<file path="src/design/jss_pkg.sv">
package jss_pkg;

   localparam int MAX_DEPTH   = 16;
   localparam int LEVEL_W     = $clog2(MAX_DEPTH + 1);
   localparam int ADDR_W      = $clog2(MAX_DEPTH);
   localparam int CTX_W       = 4;
   localparam int ACT_SLOTS   = 5;
   localparam int QUEUE_DEPTH = 2;
   localparam int TAG_W       = 16;

   typedef enum logic [2:0] {
      OP_LIT  = 3'd0,
      OP_LARR = 3'd1,
      OP_LOBJ = 3'd2,
      OP_ARR  = 3'd3,
      OP_OBJ  = 3'd4,
      OP_END  = 3'd5,
      OP_FIN  = 3'd6,
      OP_LFIN = 3'd7
   } op_type;

   typedef enum logic [3:0] {
      A_SPACE   = 4'd0,
      A_NEWLINE = 4'd1,
      A_IN      = 4'd2,
      A_OUT     = 4'd3,
      A_COMMA   = 4'd4,
      A_COLON   = 4'd5,
      A_LBRACK  = 4'd6,
      A_RBRACK  = 4'd7,
      A_LBRACE  = 4'd8,
      A_RBRACE  = 4'd9,
      A_LIT     = 4'd10,
      A_ERR     = 4'd11
   } action_type;

   typedef enum logic [2:0] {
      E_NONE      = 3'd0,
      E_BEGIN_KEY = 3'd1,
      E_END_KEY   = 3'd2,
      E_END_ROOT  = 3'd3,
      E_LIT_ROOT  = 3'd4,
      E_NOT_STR   = 3'd5,
      E_OVERFLOW  = 3'd6
   } err_type;

   typedef enum logic [CTX_W-1:0] {
      C_ROOT = 4'd0,
      C_LAB  = 4'd1,
      C_LAI  = 4'd2,
      C_LOB  = 4'd3,
      C_LOK  = 4'd4,
      C_LOV  = 4'd5,
      C_MAB  = 4'd6,
      C_MAI  = 4'd7,
      C_MOB  = 4'd8,
      C_MOK  = 4'd9,
      C_MOV  = 4'd10
   } ctx_type;

   // One queued command: a short run of actions that the back end plays out in order.
   typedef struct packed {
      logic [2:0]                   count;
      action_type [ACT_SLOTS-1:0]   act;
      logic [TAG_W-1:0]             tag;
      err_type                      err;
      logic                         last;
   } cmd_type;

   function automatic cmd_type err_cmd(input err_type code);
      cmd_type c;
      c        = '0;
      c.count  = 3'd1;
      c.act[0] = A_ERR;
      c.err    = code;
      c.last   = 1'b1;
      return c;
   endfunction

   function automatic cmd_type close_cmd(input ctx_type ctx, input logic last);
      cmd_type c;
      c      = '0;
      c.last = last;
      case (ctx)
         C_LAB: begin
            c.count = 3'd1; c.act[0] = A_RBRACK;
         end
         C_LAI: begin
            c.count = 3'd2; c.act[0] = A_SPACE; c.act[1] = A_RBRACK;
         end
         C_LOB: begin
            c.count = 3'd1; c.act[0] = A_RBRACE;
         end
         C_LOV: begin
            c.count = 3'd2; c.act[0] = A_SPACE; c.act[1] = A_RBRACE;
         end
         C_MAB: begin
            c.count = 3'd2; c.act[0] = A_OUT; c.act[1] = A_RBRACK;
         end
         C_MAI: begin
            c.count = 3'd3; c.act[0] = A_OUT; c.act[1] = A_NEWLINE; c.act[2] = A_RBRACK;
         end
         C_MOB: begin
            c.count = 3'd2; c.act[0] = A_OUT; c.act[1] = A_RBRACE;
         end
         C_MOV: begin
            c.count = 3'd3; c.act[0] = A_OUT; c.act[1] = A_NEWLINE; c.act[2] = A_RBRACE;
         end
         default: begin
            // Key-pending contexts never get here; emit nothing but a bracket.
            c.count = 3'd1; c.act[0] = A_RBRACE;
         end
      endcase
      return c;
   endfunction

endpackage

</file>
<file path="src/design/jss_req_if.sv">
interface jss_req_if;
   logic        valid;
   logic        ready;
   logic [2:0]  op;
   logic        is_string;
   logic [15:0] literal_handle;

   modport source (output valid, output op, output is_string, output literal_handle,
                   input ready);
   modport sink (input valid, input op, input is_string, input literal_handle,
                 output ready);
endinterface

</file>
<file path="src/design/jss_rsp_if.sv">
interface jss_rsp_if;
   logic        valid;
   logic        ready;
   logic [3:0]  action;
   logic [15:0] literal_tag;
   logic [2:0]  error_code;
   logic        last;

   modport source (output valid, output action, output literal_tag, output error_code,
                   output last, input ready);
   modport sink (input valid, input action, input literal_tag, input error_code,
                 input last, output ready);
endinterface

</file>
<file path="src/design/jss_ram.sv">
module jss_ram #(
   parameter int WIDTH = 4,
   parameter int DEPTH = 16
) (
   input  logic                     clock,
   input  logic                     wr_en,
   input  logic [$clog2(DEPTH)-1:0] wr_addr,
   input  logic [WIDTH-1:0]         wr_data,
   input  logic [$clog2(DEPTH)-1:0] rd_addr,
   output logic [WIDTH-1:0]         rd_data
);

   logic [WIDTH-1:0] mem_ff [DEPTH];
   logic [WIDTH-1:0] rd_data_ff;

   always_ff @(posedge clock) begin
      if (wr_en) begin
         mem_ff[wr_addr] <= wr_data;
      end
      rd_data_ff <= mem_ff[rd_addr];
   end

   assign rd_data = rd_data_ff;

endmodule

</file>
<file path="src/design/jss_queue.sv">
module jss_queue (
   input  logic             clock,
   input  logic             reset,
   input  logic             push,
   input  jss_pkg::cmd_type push_data,
   output logic             full,
   input  logic             pop,
   output jss_pkg::cmd_type pop_data,
   output logic             not_empty
);

   localparam int PTR_W = $clog2(jss_pkg::QUEUE_DEPTH);
   localparam int CNT_W = $clog2(jss_pkg::QUEUE_DEPTH + 1);

   jss_pkg::cmd_type   mem_ff [jss_pkg::QUEUE_DEPTH];
   logic [PTR_W-1:0]   wr_ptr_ff, wr_ptr_in;
   logic [PTR_W-1:0]   rd_ptr_ff, rd_ptr_in;
   logic [CNT_W-1:0]   count_ff, count_in;
   logic               do_push, do_pop;

   assign full      = (count_ff == CNT_W'(jss_pkg::QUEUE_DEPTH));
   assign not_empty = (count_ff != '0);
   assign do_push   = push && !full;
   assign do_pop    = pop && not_empty;
   assign pop_data  = mem_ff[rd_ptr_ff];

   always_comb begin
      wr_ptr_in = wr_ptr_ff;
      rd_ptr_in = rd_ptr_ff;
      count_in  = count_ff;
      if (do_push) begin
         wr_ptr_in = (wr_ptr_ff == PTR_W'(jss_pkg::QUEUE_DEPTH - 1)) ? '0 : wr_ptr_ff + 1'b1;
      end
      if (do_pop) begin
         rd_ptr_in = (rd_ptr_ff == PTR_W'(jss_pkg::QUEUE_DEPTH - 1)) ? '0 : rd_ptr_ff + 1'b1;
      end
      if (do_push && !do_pop) begin
         count_in = count_ff + 1'b1;
      end else if (do_pop && !do_push) begin
         count_in = count_ff - 1'b1;
      end
   end

   always_ff @(posedge clock) begin
      if (reset) begin
         wr_ptr_ff <= '0;
         rd_ptr_ff <= '0;
         count_ff  <= '0;
      end else begin
         wr_ptr_ff <= wr_ptr_in;
         rd_ptr_ff <= rd_ptr_in;
         count_ff  <= count_in;
      end
   end

   always_ff @(posedge clock) begin
      if (do_push) begin
         mem_ff[wr_ptr_ff] <= push_data;
      end
   end

endmodule

</file>
<file path="src/design/jss_front.sv">
module jss_front (
   input  logic             clock,
   input  logic             reset,
   jss_req_if.sink          req_chan,
   output logic             q_push,
   output jss_pkg::cmd_type q_data,
   input  logic             q_full
);

   typedef enum logic [4:0] {
      S_IDLE      = 5'b00001,
      S_FETCH     = 5'b00010,
      S_UNWIND    = 5'b00100,
      S_UNW_FETCH = 5'b01000,
      S_FINISH    = 5'b10000
   } front_state_type;

   front_state_type                state_ff, state_in;
   logic [jss_pkg::LEVEL_W-1:0]    level_ff, level_in;
   jss_pkg::ctx_type               top_ff, top_in;
   logic                           linear_ff, linear_in;

   logic [jss_pkg::LEVEL_W-1:0]    level_m1, level_m2;
   logic                           wr_en;
   logic [jss_pkg::ADDR_W-1:0]     wr_addr, rd_addr;
   jss_pkg::ctx_type               wr_data;
   logic [jss_pkg::CTX_W-1:0]      rd_data;

   jss_pkg::ctx_type               t;
   jss_pkg::op_type                op;
   logic                           accept, key_slot, key_pend, is_obj, multi;
   logic [2:0]                     pre_n;

   assign level_m1 = level_ff - jss_pkg::LEVEL_W'(1);
   assign level_m2 = level_ff - jss_pkg::LEVEL_W'(2);
   assign wr_addr  = level_m1[jss_pkg::ADDR_W-1:0];
   // The entry below the top is fetched while the top is popped.
   assign rd_addr  = level_m2[jss_pkg::ADDR_W-1:0];

   assign op       = jss_pkg::op_type'(req_chan.op);
   assign t        = (level_ff == '0) ? jss_pkg::C_ROOT : top_ff;
   assign key_slot = (t == jss_pkg::C_LOB) || (t == jss_pkg::C_LOV) ||
                     (t == jss_pkg::C_MOB) || (t == jss_pkg::C_MOV);
   assign key_pend = (t == jss_pkg::C_LOK) || (t == jss_pkg::C_MOK);
   assign is_obj   = (op == jss_pkg::OP_LOBJ) || (op == jss_pkg::OP_OBJ);
   assign multi    = ((op == jss_pkg::OP_ARR) || (op == jss_pkg::OP_OBJ)) &&
                     !((t == jss_pkg::C_LAB) || (t == jss_pkg::C_LAI) || (t == jss_pkg::C_LOK));

   assign req_chan.ready = (state_ff == S_IDLE) && !q_full;
   assign accept         = req_chan.valid && req_chan.ready;

   jss_ram #(
      .WIDTH (jss_pkg::CTX_W),
      .DEPTH (jss_pkg::MAX_DEPTH)
   ) u_stack (
      .clock   (clock),
      .wr_en   (wr_en),
      .wr_addr (wr_addr),
      .wr_data (wr_data),
      .rd_addr (rd_addr),
      .rd_data (rd_data)
   );

   always_comb begin
      state_in  = state_ff;
      level_in  = level_ff;
      top_in    = top_ff;
      linear_in = linear_ff;
      q_push    = 1'b0;
      q_data    = '0;
      wr_en     = 1'b0;
      wr_data   = top_ff;
      pre_n     = 3'd0;

      unique case (state_ff)
         S_IDLE: begin
            if (accept) begin
               unique case (op)
                  jss_pkg::OP_LIT: begin
                     q_push = 1'b1;
                     if (t == jss_pkg::C_ROOT) begin
                        q_data = jss_pkg::err_cmd(jss_pkg::E_LIT_ROOT);
                     end else if (key_slot && !req_chan.is_string) begin
                        q_data = jss_pkg::err_cmd(jss_pkg::E_NOT_STR);
                     end else begin
                        q_data.tag  = req_chan.literal_handle;
                        q_data.last = 1'b1;
                        case (t)
                           jss_pkg::C_LAB: begin
                              q_data.count  = 3'd2;
                              q_data.act[0] = jss_pkg::A_SPACE;
                              q_data.act[1] = jss_pkg::A_LIT;
                              top_in = jss_pkg::C_LAI;
                           end
                           jss_pkg::C_LAI: begin
                              q_data.count  = 3'd3;
                              q_data.act[0] = jss_pkg::A_COMMA;
                              q_data.act[1] = jss_pkg::A_SPACE;
                              q_data.act[2] = jss_pkg::A_LIT;
                           end
                           jss_pkg::C_LOB: begin
                              q_data.count  = 3'd4;
                              q_data.act[0] = jss_pkg::A_SPACE;
                              q_data.act[1] = jss_pkg::A_LIT;
                              q_data.act[2] = jss_pkg::A_SPACE;
                              q_data.act[3] = jss_pkg::A_COLON;
                              top_in = jss_pkg::C_LOK;
                           end
                           jss_pkg::C_LOK: begin
                              q_data.count  = 3'd2;
                              q_data.act[0] = jss_pkg::A_SPACE;
                              q_data.act[1] = jss_pkg::A_LIT;
                              top_in = jss_pkg::C_LOV;
                           end
                           jss_pkg::C_LOV: begin
                              q_data.count  = 3'd5;
                              q_data.act[0] = jss_pkg::A_COMMA;
                              q_data.act[1] = jss_pkg::A_SPACE;
                              q_data.act[2] = jss_pkg::A_LIT;
                              q_data.act[3] = jss_pkg::A_SPACE;
                              q_data.act[4] = jss_pkg::A_COLON;
                              top_in = jss_pkg::C_LOK;
                           end
                           jss_pkg::C_MAB: begin
                              q_data.count  = 3'd2;
                              q_data.act[0] = jss_pkg::A_NEWLINE;
                              q_data.act[1] = jss_pkg::A_LIT;
                              top_in = jss_pkg::C_MAI;
                           end
                           jss_pkg::C_MAI: begin
                              q_data.count  = 3'd3;
                              q_data.act[0] = jss_pkg::A_COMMA;
                              q_data.act[1] = jss_pkg::A_NEWLINE;
                              q_data.act[2] = jss_pkg::A_LIT;
                           end
                           jss_pkg::C_MOB: begin
                              q_data.count  = 3'd4;
                              q_data.act[0] = jss_pkg::A_NEWLINE;
                              q_data.act[1] = jss_pkg::A_LIT;
                              q_data.act[2] = jss_pkg::A_SPACE;
                              q_data.act[3] = jss_pkg::A_COLON;
                              top_in = jss_pkg::C_MOK;
                           end
                           jss_pkg::C_MOK: begin
                              q_data.count  = 3'd2;
                              q_data.act[0] = jss_pkg::A_SPACE;
                              q_data.act[1] = jss_pkg::A_LIT;
                              top_in = jss_pkg::C_MOV;
                           end
                           default: begin
                              q_data.count  = 3'd5;
                              q_data.act[0] = jss_pkg::A_COMMA;
                              q_data.act[1] = jss_pkg::A_NEWLINE;
                              q_data.act[2] = jss_pkg::A_LIT;
                              q_data.act[3] = jss_pkg::A_SPACE;
                              q_data.act[4] = jss_pkg::A_COLON;
                              top_in = jss_pkg::C_MOK;
                           end
                        endcase
                     end
                  end

                  jss_pkg::OP_LARR, jss_pkg::OP_LOBJ, jss_pkg::OP_ARR, jss_pkg::OP_OBJ: begin
                     q_push = 1'b1;
                     if (key_slot) begin
                        q_data = jss_pkg::err_cmd(jss_pkg::E_BEGIN_KEY);
                     end else if (level_ff == jss_pkg::LEVEL_W'(jss_pkg::MAX_DEPTH)) begin
                        q_data = jss_pkg::err_cmd(jss_pkg::E_OVERFLOW);
                     end else begin
                        q_data.last = 1'b1;
                        // The separator in front of the bracket also advances
                        // the enclosing context; that updated context is saved.
                        case (t)
                           jss_pkg::C_LAB: begin
                              pre_n = 3'd1; q_data.act[0] = jss_pkg::A_SPACE;
                              wr_data = jss_pkg::C_LAI;
                           end
                           jss_pkg::C_MAB: begin
                              pre_n = 3'd1; q_data.act[0] = jss_pkg::A_NEWLINE;
                              wr_data = jss_pkg::C_MAI;
                           end
                           jss_pkg::C_LAI: begin
                              pre_n = 3'd2;
                              q_data.act[0] = jss_pkg::A_COMMA;
                              q_data.act[1] = jss_pkg::A_SPACE;
                           end
                           jss_pkg::C_MAI: begin
                              pre_n = 3'd2;
                              q_data.act[0] = jss_pkg::A_COMMA;
                              q_data.act[1] = jss_pkg::A_NEWLINE;
                           end
                           jss_pkg::C_LOK: begin
                              pre_n = 3'd1; q_data.act[0] = jss_pkg::A_SPACE;
                              wr_data = jss_pkg::C_LOV;
                           end
                           jss_pkg::C_MOK: begin
                              pre_n = 3'd1; q_data.act[0] = jss_pkg::A_SPACE;
                              wr_data = jss_pkg::C_MOV;
                           end
                           default: begin
                              pre_n = 3'd0;
                           end
                        endcase
                        q_data.act[pre_n] = is_obj ? jss_pkg::A_LBRACE : jss_pkg::A_LBRACK;
                        if (multi) begin
                           q_data.act[pre_n + 3'd1] = jss_pkg::A_IN;
                           q_data.count = pre_n + 3'd2;
                        end else begin
                           q_data.count = pre_n + 3'd1;
                        end
                        wr_en    = (level_ff != '0);
                        level_in = level_ff + jss_pkg::LEVEL_W'(1);
                        if (is_obj) begin
                           top_in = multi ? jss_pkg::C_MOB : jss_pkg::C_LOB;
                        end else begin
                           top_in = multi ? jss_pkg::C_MAB : jss_pkg::C_LAB;
                        end
                     end
                  end

                  jss_pkg::OP_END: begin
                     q_push = 1'b1;
                     if (t == jss_pkg::C_ROOT) begin
                        q_data = jss_pkg::err_cmd(jss_pkg::E_END_ROOT);
                     end else if (key_pend) begin
                        q_data = jss_pkg::err_cmd(jss_pkg::E_END_KEY);
                     end else begin
                        q_data   = jss_pkg::close_cmd(t, 1'b1);
                        level_in = level_m1;
                        if (level_ff > jss_pkg::LEVEL_W'(1)) begin
                           state_in = S_FETCH;
                        end
                     end
                  end

                  default: begin
                     if (key_pend) begin
                        q_push = 1'b1;
                        q_data = jss_pkg::err_cmd(jss_pkg::E_END_KEY);
                     end else if (level_ff == '0) begin
                        if (op == jss_pkg::OP_FIN) begin
                           q_push        = 1'b1;
                           q_data.count  = 3'd1;
                           q_data.act[0] = jss_pkg::A_NEWLINE;
                           q_data.last   = 1'b1;
                        end
                     end else begin
                        linear_in = (op == jss_pkg::OP_LFIN);
                        state_in  = S_UNWIND;
                     end
                  end
               endcase
            end
         end

         S_FETCH: begin
            top_in   = jss_pkg::ctx_type'(rd_data);
            state_in = S_IDLE;
         end

         S_UNWIND: begin
            if (!q_full) begin
               q_push   = 1'b1;
               q_data   = jss_pkg::close_cmd(top_ff,
                             linear_ff && (level_ff == jss_pkg::LEVEL_W'(1)));
               level_in = level_m1;
               if (level_ff > jss_pkg::LEVEL_W'(1)) begin
                  state_in = S_UNW_FETCH;
               end else if (linear_ff) begin
                  state_in = S_IDLE;
               end else begin
                  state_in = S_FINISH;
               end
            end
         end

         S_UNW_FETCH: begin
            top_in   = jss_pkg::ctx_type'(rd_data);
            state_in = S_UNWIND;
         end

         S_FINISH: begin
            if (!q_full) begin
               q_push        = 1'b1;
               q_data.count  = 3'd1;
               q_data.act[0] = jss_pkg::A_NEWLINE;
               q_data.last   = 1'b1;
               state_in      = S_IDLE;
            end
         end

         default: begin
            state_in = S_IDLE;
         end
      endcase
   end

   always_ff @(posedge clock) begin
      if (reset) begin
         state_ff  <= S_IDLE;
         level_ff  <= '0;
         linear_ff <= 1'b0;
      end else begin
         state_ff  <= state_in;
         level_ff  <= level_in;
         linear_ff <= linear_in;
      end
   end

   always_ff @(posedge clock) begin
      top_ff <= top_in;
   end

endmodule

</file>
<file path="src/design/jss_back.sv">
module jss_back (
   input  logic             clock,
   input  logic             reset,
   input  logic             q_valid,
   input  jss_pkg::cmd_type q_data,
   output logic             q_pop,
   jss_rsp_if.source        rsp_chan
);

   jss_pkg::cmd_type   cmd_ff, cmd_in;
   logic               busy_ff, busy_in;
   logic [2:0]         idx_ff, idx_in;
   jss_pkg::action_type act;
   logic               last_step, fire;

   assign act       = cmd_ff.act[idx_ff];
   assign last_step = (idx_ff == cmd_ff.count - 3'd1);
   assign fire      = busy_ff && rsp_chan.ready;
   assign q_pop     = q_valid && (!busy_ff || (fire && last_step));

   assign rsp_chan.valid       = busy_ff;
   assign rsp_chan.action      = act;
   assign rsp_chan.literal_tag = (act == jss_pkg::A_LIT) ? cmd_ff.tag : '0;
   assign rsp_chan.error_code  = (act == jss_pkg::A_ERR) ? cmd_ff.err : jss_pkg::E_NONE;
   assign rsp_chan.last        = cmd_ff.last && last_step;

   always_comb begin
      cmd_in  = cmd_ff;
      busy_in = busy_ff;
      idx_in  = idx_ff;
      if (q_pop) begin
         cmd_in  = q_data;
         busy_in = 1'b1;
         idx_in  = 3'd0;
      end else if (fire) begin
         if (last_step) begin
            busy_in = 1'b0;
         end else begin
            idx_in = idx_ff + 3'd1;
         end
      end
   end

   always_ff @(posedge clock) begin
      if (reset) begin
         busy_ff <= 1'b0;
         idx_ff  <= 3'd0;
      end else begin
         busy_ff <= busy_in;
         idx_ff  <= idx_in;
      end
   end

   always_ff @(posedge clock) begin
      cmd_ff <= cmd_in;
   end

endmodule

</file>
<file path="src/design/json_structure_sequencer.sv">
// JSON writer structure sequencer. Each token on req_chan turns into at most five
// formatter actions on rsp_chan, delivered one per cycle while rsp_chan is ready,
// except that a finish token closes every open context in turn with up to three
// actions each, and a one-line finish at the root yields none. The front end takes
// a token when the command queue has room, except that an end which uncovers an
// outer context passes through a fetch state that reads that context back from
// the nesting stack RAM, and a finish steps through an unwind state per open
// context, with a fetch state between them, then a finish state for the trailing
// newline unless it is a one-line finish. Sustained throughput is therefore set
// by the back end at one action per cycle while rsp_chan is ready. Errors produce
// a single error action and leave the nesting state untouched. The nesting stack
// holds up to sixteen contexts; a deeper begin is refused with an overflow error.
module json_structure_sequencer (
   input  logic       clock,
   input  logic       reset,
   jss_req_if.sink    req_chan,
   jss_rsp_if.source  rsp_chan
);

   logic             q_push, q_full, q_pop, q_valid;
   jss_pkg::cmd_type q_wdata, q_rdata;

   jss_front u_front (
      .clock    (clock),
      .reset    (reset),
      .req_chan (req_chan),
      .q_push   (q_push),
      .q_data   (q_wdata),
      .q_full   (q_full)
   );

   jss_queue u_queue (
      .clock     (clock),
      .reset     (reset),
      .push      (q_push),
      .push_data (q_wdata),
      .full      (q_full),
      .pop       (q_pop),
      .pop_data  (q_rdata),
      .not_empty (q_valid)
   );

   jss_back u_back (
      .clock    (clock),
      .reset    (reset),
      .q_valid  (q_valid),
      .q_data   (q_rdata),
      .q_pop    (q_pop),
      .rsp_chan (rsp_chan)
   );

endmodule

</file>
<file path="src/flat_wrapper.sv">
// flat-port wrapper written by rule: the top's interface ports become plain ports
module json_structure_sequencer_flat 
  (clock, reset, req_chan_valid, req_chan_op, req_chan_is_string, req_chan_literal_handle, req_chan_ready, rsp_chan_valid, rsp_chan_action, rsp_chan_literal_tag, rsp_chan_error_code, rsp_chan_last, rsp_chan_ready);
  jss_req_if req_chan_i ();
  jss_rsp_if rsp_chan_i ();
  input  logic clock;
  input  logic reset;
  input wire logic [$bits(req_chan_i.valid)-1:0] req_chan_valid;
  input wire logic [$bits(req_chan_i.op)-1:0] req_chan_op;
  input wire logic [$bits(req_chan_i.is_string)-1:0] req_chan_is_string;
  input wire logic [$bits(req_chan_i.literal_handle)-1:0] req_chan_literal_handle;
  output wire logic [$bits(req_chan_i.ready)-1:0] req_chan_ready;
  output wire logic [$bits(rsp_chan_i.valid)-1:0] rsp_chan_valid;
  output wire logic [$bits(rsp_chan_i.action)-1:0] rsp_chan_action;
  output wire logic [$bits(rsp_chan_i.literal_tag)-1:0] rsp_chan_literal_tag;
  output wire logic [$bits(rsp_chan_i.error_code)-1:0] rsp_chan_error_code;
  output wire logic [$bits(rsp_chan_i.last)-1:0] rsp_chan_last;
  input wire logic [$bits(rsp_chan_i.ready)-1:0] rsp_chan_ready;
  assign req_chan_i.valid = req_chan_valid;
  assign req_chan_i.op = req_chan_op;
  assign req_chan_i.is_string = req_chan_is_string;
  assign req_chan_i.literal_handle = req_chan_literal_handle;
  assign req_chan_ready = req_chan_i.ready;
  assign rsp_chan_valid = rsp_chan_i.valid;
  assign rsp_chan_action = rsp_chan_i.action;
  assign rsp_chan_literal_tag = rsp_chan_i.literal_tag;
  assign rsp_chan_error_code = rsp_chan_i.error_code;
  assign rsp_chan_last = rsp_chan_i.last;
  assign rsp_chan_i.ready = rsp_chan_ready;
  json_structure_sequencer u_core (.clock(clock), .reset(reset), .req_chan(req_chan_i), .rsp_chan(rsp_chan_i));
endmodule
</file>
<file path="config.mk">
export PLATFORM = sky130hd
export DESIGN_NAME = json_structure_sequencer_flat
export DESIGN_NICKNAME = d
export VERILOG_FILES = /design/src/design/jss_pkg.sv /design/src/design/jss_req_if.sv /design/src/design/jss_rsp_if.sv /design/src/design/jss_ram.sv /design/src/design/jss_queue.sv /design/src/design/jss_front.sv /design/src/design/jss_back.sv /design/src/design/json_structure_sequencer.sv /design/src/flat_wrapper.sv
export SDC_FILE = /design/constraint.sdc
export NUM_CORES = 1
export LEC_CHECK = 0
export BUFFER_PORTS_ARGS = -buffer_cell sky130_fd_sc_hd__buf_2
export CAP_MARGIN = 10
export CELL_PAD_IN_SITES_DETAIL_PLACEMENT = 0
export CELL_PAD_IN_SITES_GLOBAL_PLACEMENT = 1
export CORE_ASPECT_RATIO = 0.7
export CORE_MARGIN = 2
export CORE_UTILIZATION = 50
export CTS_CLUSTER_SIZE = 14
export DETAILED_ROUTE_END_ITERATION = 16
export GPL_TIMING_DRIVEN = 0
export PLACE_DENSITY = 0.86
export SYNTH_ARGS = -nofsm -noshare
export SYNTH_HDL_FRONTEND = slang
export SYNTH_SLANG_ARGS = --single-unit
</file>
<file path="constraint.sdc">
create_clock -name clock -period 6.9 [get_ports clock]
set_input_delay 0.69 -clock clock [delete_from_list [all_inputs] [get_ports clock]]
set_output_delay 0.69 -clock clock [all_outputs]
set_load 0.03 [all_outputs]
</file>
==> results.toml, run 1 <==
[routing]
route.vias.total = 7075
viasPerCell = 5.98
routed_wl_um = 25200
antenna_left = 0
firstDrtPassIters = 7
wl_per_cell_um = 21.3
post-route-drc-count = 0
drt_iter0_drc = 824

[floorplan]
coreArea_um2 = 20500
fp.dieH_um = 124
start_util_pct = 50.4
rows = 44
die_w_um = 176
io_pins = 50
dieArea_um2 = 21900

[placement]
dp_hpwl_um = 17900
gp_congestion = 0.943
placed_area_um2 = 11000
place_ws_ns = 2.63
numPortBuffers = 48

[global_route]
grt_max_degree = 38
overflow = 0
grtUsageTotal_pct = 23.1
grt_pass1_wl_um = 39000
antenna_found_initial = 0
grt_pass1_vias = 6868

[synthesis]
async_flop_share_pct = 0
synthXorXnorAreaFrac_pct = 1.65
synth_area_um2 = 10400
synth_top_family_by_area = "simple AND/OR/NAND/NOR gates"
synth_compound_area_share_pct = 9.17
synthAdderAreaFrac_pct = 2.66
synth-seq-cells = 214
yosysWarnings = 0
synthesis.nets = 860
ys_types = 71
synthMuxAreaShare_pct = 10.6
ys_seq_area_share_pct = 59.8
ys.flop_type = "edfxtp_1"
synthCells = 814
synth_area_per_cell_um2 = 12.7
synthSimpleGateAreaFrac_pct = 13.1
synth_edf_count = 191

[sta]
rsz0062_at_grt = "false"
worst_pin_slew_ns = 0.914
slew_headroom_pct = 39.0
fin_crit_ns = 4.37
final_hold_viol_count = 0
fin_crit_sh_pct = 63.3
fmax_mhz = 229
fin_hold_ws_ns = 0.429
setup_tns_ns = 0
finalClockSkew_ns = 0.0195
finalMaxSlewViolations = 0
setup_violations = 0
fin_ws_ns = 2.53

[cells_and_area]
layout.nets = 937
final_cell_mix = "edfxtp_1 (191), nor2_1 (70), buf_2 (57), nand2_1 (47), mux2_2 (44)"
final_common_cell = "edfxtp_1"
layout-drive-gt1-share_pct = 20.3
fillers = 1654
area_growth_pct = 14.4
diodes = 0
fin_area_um2 = 11800

[critical_path]
cp_common_cell = "clkbuf_1"
crit_slowest_cell = "a2111oi_1"
timing.rr.start = "u_core.u_front.level_ff[1]$_SDFFE_PP0P_"
r2r-end = "u_core.u_queue.mem_ff[0][38]$_DFFE_PP_"
crit_fanout = 10
worstPathRequired_ns = 7.13
cp-start-kind = "flip-flop"
critical_path.max_stage_delay_ns = 0.63
crit_start = "u_core.u_front.level_ff[1]$_SDFFE_PP0P_"
crit_buf_inv = 5
critPathKind = "reg -> reg"
reg2reg_depth = 10
path_cells = "clkbuf_1 -> clkbuf_1 -> inv_1 -> ha_1 -> or4b_4 -> clkbuf_1 -> o211ai_1 -> nor2_1 -> inv_1 -> a2111oi_1"
endpoint_kind = "flip-flop"
r2r_slack_ns = 2.53
arrival_ns = 4.60
crit_family = "buffers and inverters"

[power]
seq_power_share_pct = 37.9
power.internal_mw = 3.22
swShare_pct = 35.0
peakVddDrop_mv = 0.185
switchingPower_mw = 1.73
power_mw = 4.95
power.share.clock_pct = 26.1
combPwrFrac_pct = 36.0
leakagePower_nw = 4.23
p_per_area_nw_per_um2 = 418

[clock_network]
cts_buffers = 22
cts_resized = 0
cts_setup_buffers = 0
root_buffer = "clkbuf_16"
clk_latency_ns = 0.53
cts-htree-levels = 1
clk_pin_slew_ns = 0.06
cts_tree = "done"
clkSinkCount = 214
hold_buffers = 0
cts_buffer_depth = 3

[worst_hold_path]
hold_path_class = "in -> reg"
whs_endpoint = "u_core.u_front.state_ff[1]$_SDFFE_PP0P_"
hp-start = "reset"
min_path_cells = 3

[status]
outcome = "complete, no violations"

[run]
maxCapViolCount = 0
-- kinds of logic after synthesis --
kind of cell / Yosys count
fa+ha+maj: 22
xor+xnor: 18
mux: 75
flops: 214
buf+inv: 76
compound gates: 150
simple gates: 259
-- cells in the mapped netlist, drive strengths merged, types with 6 or more instances --
master	number	area (um^2)
a31oi	6	37.5
xnor2	7	61.3
nor2b	11	68.8
nor3b	6	45.0
nor4	8	56.3
ha	22	275
mux2	44	495
nand3	17	85.1
mux4	23	518
a211o	6	52.6
o21ai	44	220
dfxtp	23	460
buf	18	97.6
nor2	70	263
or3	7	43.8
and2	22	138
edfxtp	191	5740
xor2	10	87.6
nor3	18	90.1
nand2	47	176
mux2i	8	80.1
clkbuf	35	133
a21oi	43	219
and3	24	150
inv	23	86.3
-- tightest hold or removal path, stage by stage --
cell and delay (ns):
buf_2 0.09, or4_1 0.10, nor2_1 0.03
-- metrics by stage --
step	cells	utilization, %
2_1_floorplan	814	-
5_1_grt	1183	57.7
4_1_cts	1183	57.7
6_report	1183	57.7
3_3_place_gp	1138	53.3
3_5_place_dp	1143	53.7
-- power groups by stage --
stage | sequential [mW] | combinational (mW) | clock [mW]
finish | 1.87 | 1.78 | 1.29
global route | 1.90 | 1.92 | 1.36
floorplan | 1.89 | 1.22 | 0
detailed placement | 1.90 | 1.74 | 0
CTS | 1.88 | 1.75 | 1.31
global placement | 1.91 | 1.69 | 0
-- routing by layer --
layer | GRT usage (%) | up-vias | wire (um)
met5 | 0 | - | 0
met4 | 5.54 | 0 | 602
met3 | 5.34 | 49 | 2370
met2 | 32.4 | 339 | 10400
met1 | 36.3 | 3453 | 11800
li1 | - | 3234 | -
-- area by class of cell --
type | count | area (um^2) | area share, %
timing repair buffer | 53 | 319 | 2.69
inverter | 23 | 86.3 | 0.729
clock inverter | 12 | 190 | 1.61
clock buffer | 28 | 623 | 5.26
sequential | 214 | 6200 | 52.3
multi-input combinational | 524 | 3860 | 32.6
buffer | 53 | 230 | 1.94
tap | 276 | 345 | 2.91
-- worst max-delay path by stage --
stage	cells after the start	endpoint
after global placement	8	u_core.u_queue.mem_ff[0][15]$_DFFE_PP_
after detailed placement	10	u_core.u_front.u_stack.mem_ff[15][3]$_DFFE_PP_
final	10	u_core.u_queue.mem_ff[0][38]$_DFFE_PP_
after CTS	10	u_core.u_front.u_stack.mem_ff[14][2]$_DFFE_PP_
after floorplan	8	u_core.u_queue.mem_ff[0][0]$_DFFE_PP_
after global routing	10	u_core.u_front.u_stack.mem_ff[14][3]$_DFFE_PP_
-- sequential cells by signal (all words and copies together), names as in the netlist --
| register | count |
|---|---|
| u_core.u_front.linear_ff | 1 |
| u_core.u_queue.mem_ff | 82 |
| u_core.u_queue.count_ff | 2 |
| u_core.u_queue.wr_ptr_ff | 1 |
| u_core.u_front.top_ff | 4 |
| u_core.u_back.idx_ff | 3 |
| u_core.u_front.u_stack.rd_data | 4 |
| u_core.u_back.cmd_ff | 41 |
| u_core.u_back.rsp_chan.valid | 1 |
| u_core.u_front.level_ff | 5 |
| u_core.u_front.state_ff | 5 |
| u_core.u_queue.rd_ptr_ff | 1 |
| u_core.u_front.u_stack.mem_ff | 64 |
No activity file was read; power rests on OpenSTA's default activity.
==> run 2: changes to the inputs <==
--- a/config.mk
+++ b/config.mk
@@ -5,17 +5,18 @@
 export SDC_FILE = /design/constraint.sdc
 export NUM_CORES = 1
 export LEC_CHECK = 0
+export ABC_AREA = 1
 export BUFFER_PORTS_ARGS = -buffer_cell sky130_fd_sc_hd__buf_2
 export CAP_MARGIN = 10
 export CELL_PAD_IN_SITES_DETAIL_PLACEMENT = 0
 export CELL_PAD_IN_SITES_GLOBAL_PLACEMENT = 1
 export CORE_ASPECT_RATIO = 0.7
 export CORE_MARGIN = 2
-export CORE_UTILIZATION = 50
+export CORE_UTILIZATION = 43
 export CTS_CLUSTER_SIZE = 14
 export DETAILED_ROUTE_END_ITERATION = 16
 export GPL_TIMING_DRIVEN = 0
-export PLACE_DENSITY = 0.86
+export PLACE_DENSITY = 0.82
 export SYNTH_ARGS = -nofsm -noshare
 export SYNTH_HDL_FRONTEND = slang
 export SYNTH_SLANG_ARGS = --single-unit
==> constraint.sdc (replaced) <==
create_clock -name clock -period 4 [get_ports clock]
set_input_delay 0.4 -clock clock [delete_from_list [all_inputs] [get_ports clock]]
set_output_delay 0.4 -clock clock [all_outputs]
set_load 0.03 [all_outputs]
==> results.toml, run 2 <==
[status]
outcome = "complete, no violations"

[power]
power_mw = 8.87
p_per_area_nw_per_um2 = 749
leakagePower_nw = 4.95
peakVddDrop_mv = 0.368

[placement]
place_ws_ns = 0.0816
placed_area_um2 = 11100
gp_congestion = 0.934
numPortBuffers = 48
dp_cells = 1465
dp_hpwl_um = 19000

[clock_network]
clk_pin_slew_ns = 0.07
cts_tree = "done"
clk_latency_ns = 0.50
cts-htree-levels = 1
clkSinkCount = 214
hold_buffers = 0
cts_buffers = 22
root_buffer = "clkbuf_16"
cts_buffer_depth = 3

[global_route]
grtUsageTotal_pct = 20.5
grt_max_degree = 43
antenna_found_initial = 0
grt_pass1_wl_um = 40200
overflow = 0
grt_pass1_vias = 7212

[sta]
fin_crit_sh_pct = 91.6
rsz0062_at_grt = "false"
finalClockSkew_ns = 0.0113
fmax_mhz = 273
slew_headroom_pct = 24.8
fin_ws_ns = 0.338
worst_pin_slew_ns = 1.12
finalMaxSlewViolations = 0
setup_tns_ns = 0
setup_violations = 0
fin_crit_ns = 3.66
fin_hold_ws_ns = 0.250
final_hold_viol_count = 0

[critical_path]
cp-start-kind = "flip-flop"
arrival_ns = 3.88
critPathKind = "reg -> reg"
crit_fanout = 10
endpoint_kind = "flip-flop"
worstPathRequired_ns = 4.22

[run]
maxCapViolCount = 0

[cells_and_area]
final_common_cell = "nand2_1"
diodes = 0
final_cell_mix = "nand2_1 (315), edfxtp_1 (191), nor2_1 (147), inv_1 (94), o21ai_0 (72)"
final_cells = 1510
layout.nets = 1222
layout-drive-gt1-share_pct = 12.0
top_register = "u_core.u_queue.mem_ff"
largest_register_ff_count = 82
regArea_um2 = 6200
largestRegisters = "u_core.u_queue.mem_ff: 82 flops, u_core.u_front.u_stack.mem_ff: 64 flops, u_core.u_back.cmd_ff: 41 flops"
fin_area_um2 = 11900
fillers = 2212
final_core_util_pct = 50.1
area_growth_pct = 14.4
multiInputGateArea_um2 = 3640

[floorplan]
fp.dieH_um = 134
coreArea_um2 = 23600
io_pins = 50
rows = 47
dieArea_um2 = 25400
start_util_pct = 43.8
die_w_um = 190

[synthesis]
yosys-top-cells-area = "edfxtp_1 (55%), nand2_1 (11%), nor2_1 (5.3%)"
ys_seq_area_share_pct = 59.8
yosysTopAreaCell = "edfxtp_1"
synth_area_per_cell_um2 = 9.46
synth_top_area_share_pct = 55.4
async_flop_share_pct = 0
synthesis.nets = 1141
synth-seq-cells = 214
synthCells = 1095
ys_top_cells_by_count = "nand2_1 (315), edfxtp_1 (191), nor2_1 (147)"
synth_area_um2 = 10400
yosysWarnings = 0
ys.flop_type = "edfxtp_1"
ys_types = 45
synth_edf_count = 191
yosys.cell_count.top_type = "nand2_1"

[routing]
viasPerCell = 5.22
route.vias.total = 7876
wl_per_cell_um = 17.2
firstDrtPassIters = 5
drt_iter0_drc = 778
post-route-drc-count = 0
antenna_left = 0
routed_wl_um = 25900

[worst_hold_path]
hold_path_class = "in -> reg"
run 2: layer usage:
layer  global-route usage (%)  up-vias  part of all wire (%)
li1                         -     3835                     -
met1                     33.7     3742                    50
met2                     27.4      273                    40
met3                     4.81       26                   8.7
met4                     3.10        0                   1.2
met5                        0        -                     0
run 2: final cells by class:
class                      count  area share [%]
buffer                        32            1.39
clock buffer                  26            4.95
clock inverter                14           0.961
inverter                     104            3.33
multi-input combinational    745            30.8
sequential                   214            52.3
tap                          318            3.36
timing repair buffer          57            2.97
run 2: worst paths after layout:
kind	startpoint	endpoint	slack, ns	cells past startpoint
worst max register to register	u_core.u_front.level_ff[0]$_SDFFE_PP0P_	u_core.u_queue.mem_ff[1][21]$_DFFE_PP_	0.34	18
worst min-delay path	req_chan_literal_handle[5]	u_core.u_queue.mem_ff[1][9]$_DFFE_PP_	0.25	3
worst max-delay path	u_core.u_front.level_ff[0]$_SDFFE_PP0P_	u_core.u_queue.mem_ff[1][21]$_DFFE_PP_	0.34	18
worst min register to register	u_core.u_queue.count_ff[1]$_SDFFE_PP0P_	u_core.u_queue.count_ff[1]$_SDFFE_PP0P_	0.49	2
run 2: kinds of logic after synthesis:
| group | count (synthesis) | synth area share, % |
|---|---|---|
| adder cells (fa/ha/maj) | 22 | 2.66 |
| flip-flops | 214 | 59.8 |
| AO/OA/AOI/OAI | 148 | 8.07 |
| buffers and inverters | 138 | 5.43 |
| XOR/XNOR | 13 | 1.10 |
| AND/OR/NAND/NOR | 560 | 22.9 |
run 2: worst max-delay path, cell delays in order (launching register included):
cell and delay, ns:
dfxtp_1 0.39, clkbuf_1 0.38, clkinvlp_4 0.32, ha_1 0.32, nand3_2 0.11, buf_6 0.16, buf_6 0.16, nand2_1 0.10
nand2_1 0.30, inv_1 0.22, ha_1 0.27, nand2_1 0.09, inv_1 0.05, nor2_1 0.09, nand2_1 0.07, nand2_1 0.13
nand3_1 0.10, nand2_1 0.06, nand2_1 0.07
run 2: what timing repair did:
action / 4_1_cts / 5_1_grt
resized for setup: 0 / 2
setup buffers: 0 / 5
endpoints found under the setup margin: 0 / 135
run 2: power by group:
part	switching [mW]	total, mW	internal, mW
combinational	2.48	3.40	0.924
sequential	0.192	3.48	3.29
clock	0.824	2.00	1.17
